==> src/rtl/eeg_pkt_pkg.sv <==
// Shared constants for the EEG headset packet parser.
// No dependencies; used by the parser top level and its port checker.
package eeg_pkt_pkg;

	localparam int BYTE_W    = 8;
	localparam int RAW_W     = 16;
	localparam int NUM_BANDS = 8;
	localparam int BANDS_W   = NUM_BANDS * BYTE_W;

	// framing
	localparam logic [BYTE_W-1:0] SYNC_BYTE = 8'hAA;
	localparam logic [BYTE_W-1:0] MAX_PLEN  = 8'd170;

	// row codes and lengths
	localparam logic [BYTE_W-1:0] CODE_QUALITY    = 8'h02;
	localparam logic [BYTE_W-1:0] CODE_ATTENTION  = 8'h04;
	localparam logic [BYTE_W-1:0] CODE_MEDITATION = 8'h05;
	localparam logic [BYTE_W-1:0] CODE_BLINK      = 8'h16;
	localparam logic [BYTE_W-1:0] CODE_RAW        = 8'h80;
	localparam logic [BYTE_W-1:0] CODE_BANDS      = 8'h83;
	localparam logic [BYTE_W-1:0] RAW_LEN         = 8'h02;
	localparam logic [BYTE_W-1:0] BANDS_LEN       = 8'h18;

endpackage

==> src/rtl/eeg_headset_packet_parser.sv <==
// Top level of the EEG headset packet parser: byte-serial framing, row walk, result word.
// Depends on eeg_pkt_pkg.
//
//  channel | direction | handshake           | payload
//  --------+-----------+---------------------+-----------------------------------------
//  in      | sink      | in_valid / in_stall | data_byte
//  out     | source    | out_valid/out_stall | checksum_ok, signal_quality,
//          |           |                     | attention_level, meditation_level,
//          |           |                     | blink_strength, raw_wave, band_powers
//
// One byte per cycle sustained while in_stall is low: a byte waits in the input register, and the
// parser state updates as it leaves; a checksum byte loads the result register.
// in_stall rises only while a checksum byte waits and the result register is full and stalled.
// arst_n clears the framing state, the latched values and both valid flags.
module eeg_headset_packet_parser (
	input  logic                              clk,
	input  logic                              arst_n,
	input  logic                              in_valid,
	output logic                              in_stall,
	input  logic [eeg_pkt_pkg::BYTE_W-1:0]    data_byte,
	output logic                              out_valid,
	input  logic                              out_stall,
	output logic                              checksum_ok,
	output logic [eeg_pkt_pkg::BYTE_W-1:0]    signal_quality,
	output logic [eeg_pkt_pkg::BYTE_W-1:0]    attention_level,
	output logic [eeg_pkt_pkg::BYTE_W-1:0]    meditation_level,
	output logic [eeg_pkt_pkg::BYTE_W-1:0]    blink_strength,
	output logic signed [eeg_pkt_pkg::RAW_W-1:0] raw_wave,
	output logic [eeg_pkt_pkg::BANDS_W-1:0]   band_powers
);
	import eeg_pkt_pkg::*;

	typedef enum logic [2:0] {
		PH_SYNC1 = 3'd0,
		PH_SYNC2 = 3'd1,
		PH_LEN   = 3'd2,
		PH_CODE  = 3'd3,
		PH_VLEN  = 3'd4,
		PH_VALUE = 3'd5,
		PH_CHECK = 3'd6
	} phase_t;

	typedef logic [NUM_BANDS-1:0][BYTE_W-1:0] bands_t;

	// input register
	logic              valid_s1;
	logic [BYTE_W-1:0] byte_s1;

	// parser state
	phase_t            phase_q, phase_d;
	logic [BYTE_W-1:0] remain_q, remain_d;
	logic [BYTE_W-1:0] sum_q, sum_d;
	logic [BYTE_W-1:0] code_q, code_d;
	logic [BYTE_W-1:0] len_q, len_d;
	logic [BYTE_W-1:0] pos_q, pos_d;
	logic [BYTE_W-1:0] raw_hi_q, raw_hi_d;
	logic [BYTE_W-1:0] quality_q, quality_d;
	logic [BYTE_W-1:0] attention_q, attention_d;
	logic [BYTE_W-1:0] meditation_q, meditation_d;
	logic [BYTE_W-1:0] blink_q, blink_d;
	logic [RAW_W-1:0]  raw_q, raw_d;
	bands_t            bands_q, bands_d;

	logic              fire_s1;
	logic              in_accept;
	logic              emit;
	logic [BYTE_W-1:0] pos_inc;
	logic [BYTE_W-1:0] remain_dec;

	// byte in the input register moves on unless it would overwrite a stalled result
	assign fire_s1   = valid_s1 && !(phase_q == PH_CHECK && out_valid && out_stall);
	assign in_stall  = valid_s1 && !fire_s1;
	assign in_accept = in_valid && !in_stall;
	assign emit      = fire_s1 && (phase_q == PH_CHECK);

	assign pos_inc    = pos_q + BYTE_W'(1);
	assign remain_dec = remain_q - BYTE_W'(1);

	always_ff @(posedge clk or negedge arst_n) begin
		if (!arst_n) begin
			valid_s1 <= 1'b0;
		end else if (in_accept) begin
			valid_s1 <= 1'b1;
		end else if (fire_s1) begin
			valid_s1 <= 1'b0;
		end
	end

	always_ff @(posedge clk) begin
		if (in_accept) begin
			byte_s1 <= data_byte;
		end
	end

	// next-state logic for one byte
	always_comb begin
		phase_d      = phase_q;
		remain_d     = remain_q;
		sum_d        = sum_q;
		code_d       = code_q;
		len_d        = len_q;
		pos_d        = pos_q;
		raw_hi_d     = raw_hi_q;
		quality_d    = quality_q;
		attention_d  = attention_q;
		meditation_d = meditation_q;
		blink_d      = blink_q;
		raw_d        = raw_q;
		bands_d      = bands_q;
		unique case (phase_q)
			PH_SYNC2: begin
				phase_d = (byte_s1 == SYNC_BYTE) ? PH_LEN : PH_SYNC1;
			end
			PH_LEN: begin
				if (byte_s1 == SYNC_BYTE) begin
					phase_d = PH_LEN;
				end else if (byte_s1 > MAX_PLEN) begin
					phase_d = PH_SYNC1;
				end else begin
					remain_d = byte_s1;
					sum_d    = '0;
					code_d   = '0;
					len_d    = '0;
					pos_d    = '0;
					phase_d  = (byte_s1 == '0) ? PH_CHECK : PH_CODE;
				end
			end
			PH_CODE, PH_VLEN, PH_VALUE: begin
				sum_d = sum_q + byte_s1;
				if (phase_q == PH_CODE) begin
					code_d = byte_s1;
					pos_d  = '0;
					if (byte_s1 >= CODE_RAW) begin
						phase_d = PH_VLEN;
					end else begin
						len_d   = BYTE_W'(1);
						phase_d = PH_VALUE;
					end
				end else if (phase_q == PH_VLEN) begin
					len_d   = byte_s1;
					pos_d   = '0;
					phase_d = (byte_s1 == '0) ? PH_CODE : PH_VALUE;
				end else begin
					// value byte: latch when the row is one we track
					if (len_q == BYTE_W'(1) && pos_q == '0) begin
						if (code_q == CODE_QUALITY)             quality_d    = byte_s1;
						else if (code_q == CODE_ATTENTION)      attention_d  = byte_s1;
						else if (code_q == CODE_MEDITATION)     meditation_d = byte_s1;
						else if (code_q == CODE_BLINK)          blink_d      = byte_s1;
					end else if (code_q == CODE_RAW && len_q == RAW_LEN) begin
						if (pos_q == '0) begin
							raw_hi_d = byte_s1;
						end else if (pos_q == BYTE_W'(1)) begin
							raw_d = {raw_hi_q, byte_s1};
						end
					end else if (code_q == CODE_BANDS && len_q == BANDS_LEN) begin
						// middle byte of each triple
						for (int k = 0; k < NUM_BANDS; k++) begin
							if (pos_q == BYTE_W'(3 * k + 1)) begin
								bands_d[k] = byte_s1;
							end
						end
					end
					pos_d = pos_inc;
					if (pos_inc >= len_q) begin
						phase_d = PH_CODE;
					end
				end
				remain_d = remain_dec;
				if (remain_dec == '0) begin
					phase_d = PH_CHECK;
				end
			end
			PH_CHECK: begin
				phase_d = PH_SYNC1;
			end
			default: begin
				phase_d = (byte_s1 == SYNC_BYTE) ? PH_SYNC2 : PH_SYNC1;
			end
		endcase
	end

	// state and result register
	always_ff @(posedge clk or negedge arst_n) begin
		if (!arst_n) begin
			phase_q          <= PH_SYNC1;
			remain_q         <= '0;
			sum_q            <= '0;
			code_q           <= '0;
			len_q            <= '0;
			pos_q            <= '0;
			raw_hi_q         <= '0;
			quality_q        <= '0;
			attention_q      <= '0;
			meditation_q     <= '0;
			blink_q          <= '0;
			raw_q            <= '0;
			bands_q          <= '0;
			out_valid        <= 1'b0;
			checksum_ok      <= 1'b0;
			signal_quality   <= '0;
			attention_level  <= '0;
			meditation_level <= '0;
			blink_strength   <= '0;
			raw_wave         <= '0;
			band_powers      <= '0;
		end else begin
			if (fire_s1) begin
				phase_q      <= phase_d;
				remain_q     <= remain_d;
				sum_q        <= sum_d;
				code_q       <= code_d;
				len_q        <= len_d;
				pos_q        <= pos_d;
				raw_hi_q     <= raw_hi_d;
				quality_q    <= quality_d;
				attention_q  <= attention_d;
				meditation_q <= meditation_d;
				blink_q      <= blink_d;
				raw_q        <= raw_d;
				bands_q      <= bands_d;
			end
			if (emit) begin
				out_valid        <= 1'b1;
				checksum_ok      <= (~sum_q == byte_s1);
				signal_quality   <= quality_q;
				attention_level  <= attention_q;
				meditation_level <= meditation_q;
				blink_strength   <= blink_q;
				raw_wave         <= raw_q;
				band_powers      <= bands_q;
			end else if (!out_stall) begin
				out_valid <= 1'b0;
			end
		end
	end

endmodule

==> config.mk <==
export PLATFORM = sky130hd
export DESIGN_NAME = eeg_headset_packet_parser
export DESIGN_NICKNAME = d
export VERILOG_FILES = /design/src/rtl/eeg_pkt_pkg.sv /design/src/rtl/eeg_headset_packet_parser.sv
export SDC_FILE = /design/constraint.sdc
export NUM_CORES = 1
export LEC_CHECK = 0
export BUFFER_PORTS_ARGS = -buffer_cell sky130_fd_sc_hd__buf_4
export CORE_MARGIN = 3
export CORE_UTILIZATION = 60
export DETAILED_ROUTE_END_ITERATION = 8
export HOLD_SLACK_MARGIN = 0.05
export PLACE_DENSITY_LB_ADDON = 0.1
export SYNTH_ARGS = -nofsm -noshare
export SYNTH_HDL_FRONTEND = slang
export SYNTH_SLANG_ARGS = --single-unit
==> constraint.sdc <==
create_clock -name clk -period 5.4 [get_ports clk]
set_input_delay 0.54 -clock clk [delete_from_list [all_inputs] [get_ports clk]]
set_output_delay 0.54 -clock clk [all_outputs]
set_load 0.01 [all_outputs]
==> flow_summary.yaml <==
route:
  dr_total_vias: 7485
  drtAntennaViolNets: 0
  post-route-drc-count: 0
  wirelength_um: 24700
  wl_per_cell_um: 18.9
  via_per_inst: 5.74
  drtIter0Drc: 464
  drt_pre_antenna_iters: 4
sta:
  fin_crit_sh: 0.585
  grt_setup_unrepaired: "false"
  skew_ns: 0.0124
  max_slew_margin: 0.226
  finalSetupViolations: 0
  fmaxAchievable_ghz: 0.317
  slew_viol_final: 0
  fin_crit_ns: 3.16
  worst_pin_slew_ns: 1.16
  setup-tns-final_ns: 0
  hold_viol: 0
yosys:
  synth.avg_cell_area_sq_um: 13.3
  ys.flop_type: "dfrtp_1"
  synth_edf_count: 8
  synthArstFlopShare: 0.972
  synth_cells: 908
  ys_seq_area_frac: 0.598
  synthTopCellsByArea: "dfrtp_1 (58%), mux2_2 (19%), o21ai_0 (2.2%), ha_1 (2.2%), nand2_1 (2.2%)"
  yosysTopAreaCell: "dfrtp_1"
  yosysUniqueCellTypes: 64
  yosysMostFrequentCell: "dfrtp_1"
  syn_nets: 942
  syn_area_sq_mm: 0.0120
  ys_warn_count: 0
  synth_top_area_frac: 0.578
  synth-seq-cells: 286
  synthTopCellsByCount: "dfrtp_1 (278), mux2_2 (201), nand2_1 (70), o21ai_0 (53), clkbuf_1 (27)"
finish:
  final_nets: 1052
  syn_to_final_growth_pct: 17.5
  n_fill_cell: 1376
  fin_cells: 1305
  drive_above_1_share: 0.391
  antennaDiodeCount: 0
place:
  numPortBuffers: 126
  dp_cells: 1253
  gp_congestion: 0.847
  dpl.hpwl_um: 15600
grt:
  grt_pass1_wl_um: 40800
  grt_pass1_vias: 7656
  grt_use_total: 0.230
  antenna_found_initial: 0
  grt-ovfl-total: 0
  grt_max_degree: 155
worst_setup_path:
  path_class: "flip-flop to flip-flop"
  crit_arrival_ns: 3.57
  cp_data_required_time_ns: 5.81
  startpoint_type: "flip-flop"
  path_max_fanout: 16
  endpoint_kind: "flip-flop"
floorplanning:
  ios: 127
  fp.dieH_um: 148
  dieArea_sq_mm: 0.0218
  die_width_um: 148
  coreArea_sq_mm: 0.0196
  initial_utilization: 0.615
  placementRows: 51
clock_tree:
  clk_pin_slew_worst_paths_ns: 0.06
  cts_tree: "built"
  cts.sinks: 286
  cts-root-buf: "clkbuf_16"
  cts_buffers: 28
  clock_path_buffers: 3
  cts_hold_buffers: 0
  post_cts_buffers: 0
  htree_levels: 1
  clock_latency_ns: 0.53
  ctsResizeCount: 0
run:
  cap_violations: 0
power:
  p_per_area_mw_per_mm2: 304
  ir_drop_v: 0.000224
  power_w: 0.00430
  power_leakage_nw: 7.24
outcome:
  status: "finished clean"
min_path:
  hold_class: "input pin to async pin"
worst max-delay path, cell delays in order (launching register included):
cell and delay, ns:
dfrtp_1 0.55, and3b_1 0.48, nand4b_4 0.18, or4_4 0.60, nor3_4 0.81, mux2_2 0.42
final timing paths:
| check | from | to | slack (ns) | cells after the start |
|---|---|---|---|---|
| min | arst_n | band_powers[53] | 0.09 | 1 |
| max | phase_q[0] | raw_q[3] | 2.24 | 5 |
| min in group clk | data_byte[5] | byte_s1[5] | 0.18 | 1 |
| max reg2reg | phase_q[0] | raw_q[3] | 2.24 | 5 |
| max in group asynchronous | arst_n | blink_q[4] | 3.97 | 2 |
| min reg2reg | sum_q[0] | sum_q[0] | 0.47 | 2 |
layout make-up:
class | instances | area (sq um) | area share
Sequential cell | 286 | 7200 | 0.509
Multi-Input combinational cell | 548 | 4540 | 0.321
Timing Repair Buffer | 133 | 1020 | 0.0720
Clock buffer | 43 | 880 | 0.0622
Tap cell | 265 | 332 | 0.0234
Clock inverter | 9 | 106 | 0.00752
Inverter | 21 | 78.8 | 0.00557
where the power goes:
part | internal [W] | switching [W]
combinational | 0.0000229 | 0.0000853
clock | 0.00122 | 0.000792
sequential | 0.00216 | 0.0000214
cell usage in the layout, fill, tap and decap left out, drive strengths merged, types with 3 or more instances in the layout:
| cell type | instances |
|---|---|
| o31ai | 7 |
| nor2 | 23 |
| a2111oi | 3 |
| a21o | 5 |
| nor2b | 8 |
| nand2 | 70 |
| a21oi | 15 |
| a22o | 7 |
| or3 | 3 |
| mux2 | 211 |
| and4 | 3 |
| clkinv | 6 |
| xor2 | 5 |
| nor4 | 6 |
| ha | 21 |
| o21ai | 54 |
| nand3 | 26 |
| and3 | 5 |
| inv | 21 |
| and2 | 3 |
| nor3 | 18 |
| xnor2 | 6 |
| or4 | 4 |
| edfxtp | 8 |
| clkbuf | 43 |
| dfrtp | 278 |
| nand2b | 5 |
| nand4 | 8 |
| buf | 133 |
stage by stage:
step | cell area [sq um] | setup slack (ns) | util | hold WS, ns
5_1_grt | 14100 | 2.03 | 0.722 | 0.167
6_report | 14100 | 2.24 | 0.722 | 0.0877
3_5_place_dp | 13200 | 2.24 | 0.672 | 0.461
4_1_cts | 14100 | 2.23 | 0.722 | 0.154
2_1_floorplan | 12000 | 2.84 | - | 0.244
3_3_place_gp | 13200 | 2.31 | 0.672 | 0.455
per-layer routing:
| metal | wire length (um) | vias to the layer above | GRT usage |
|---|---|---|---|
| li1 | - | 3458 | - |
| met1 | 11000 | 3802 | 0.326 |
| met2 | 12000 | 186 | 0.381 |
| met3 | 1290 | 39 | 0.0325 |
| met4 | 482 | 0 | 0.0620 |
| met5 | 0 | - | 0 |
registers in the layout, summed over array words and instances (netlist names), 8 cells and up:
name	flops
attention_level	8
attention_q	8
band_powers	64
bands_q	64
blink_q	8
blink_strength	8
byte_s1	8
code_q	8
len_q	8
meditation_level	8
meditation_q	8
pos_q	8
quality_q	8
raw_hi_q	8
raw_q	16
raw_wave	16
remain_q	8
signal_quality	8
sum_q	8
logic make-up (layout without fill, tap and decap cells):
family,count (synthesis),after routing,share of synthesized area
XOR/XNOR,11,11,0.00800
flip-flops,286,286,0.598
buffers and inverters,74,206,0.0260
AND/OR/NAND/NOR,191,191,0.0849
multiplexers,211,211,0.200
adder cells (fa/ha/maj),22,22,0.0235
AO/OA/AOI/OAI,113,113,0.0593
Note: power is estimated with default switching activity, not from simulation.
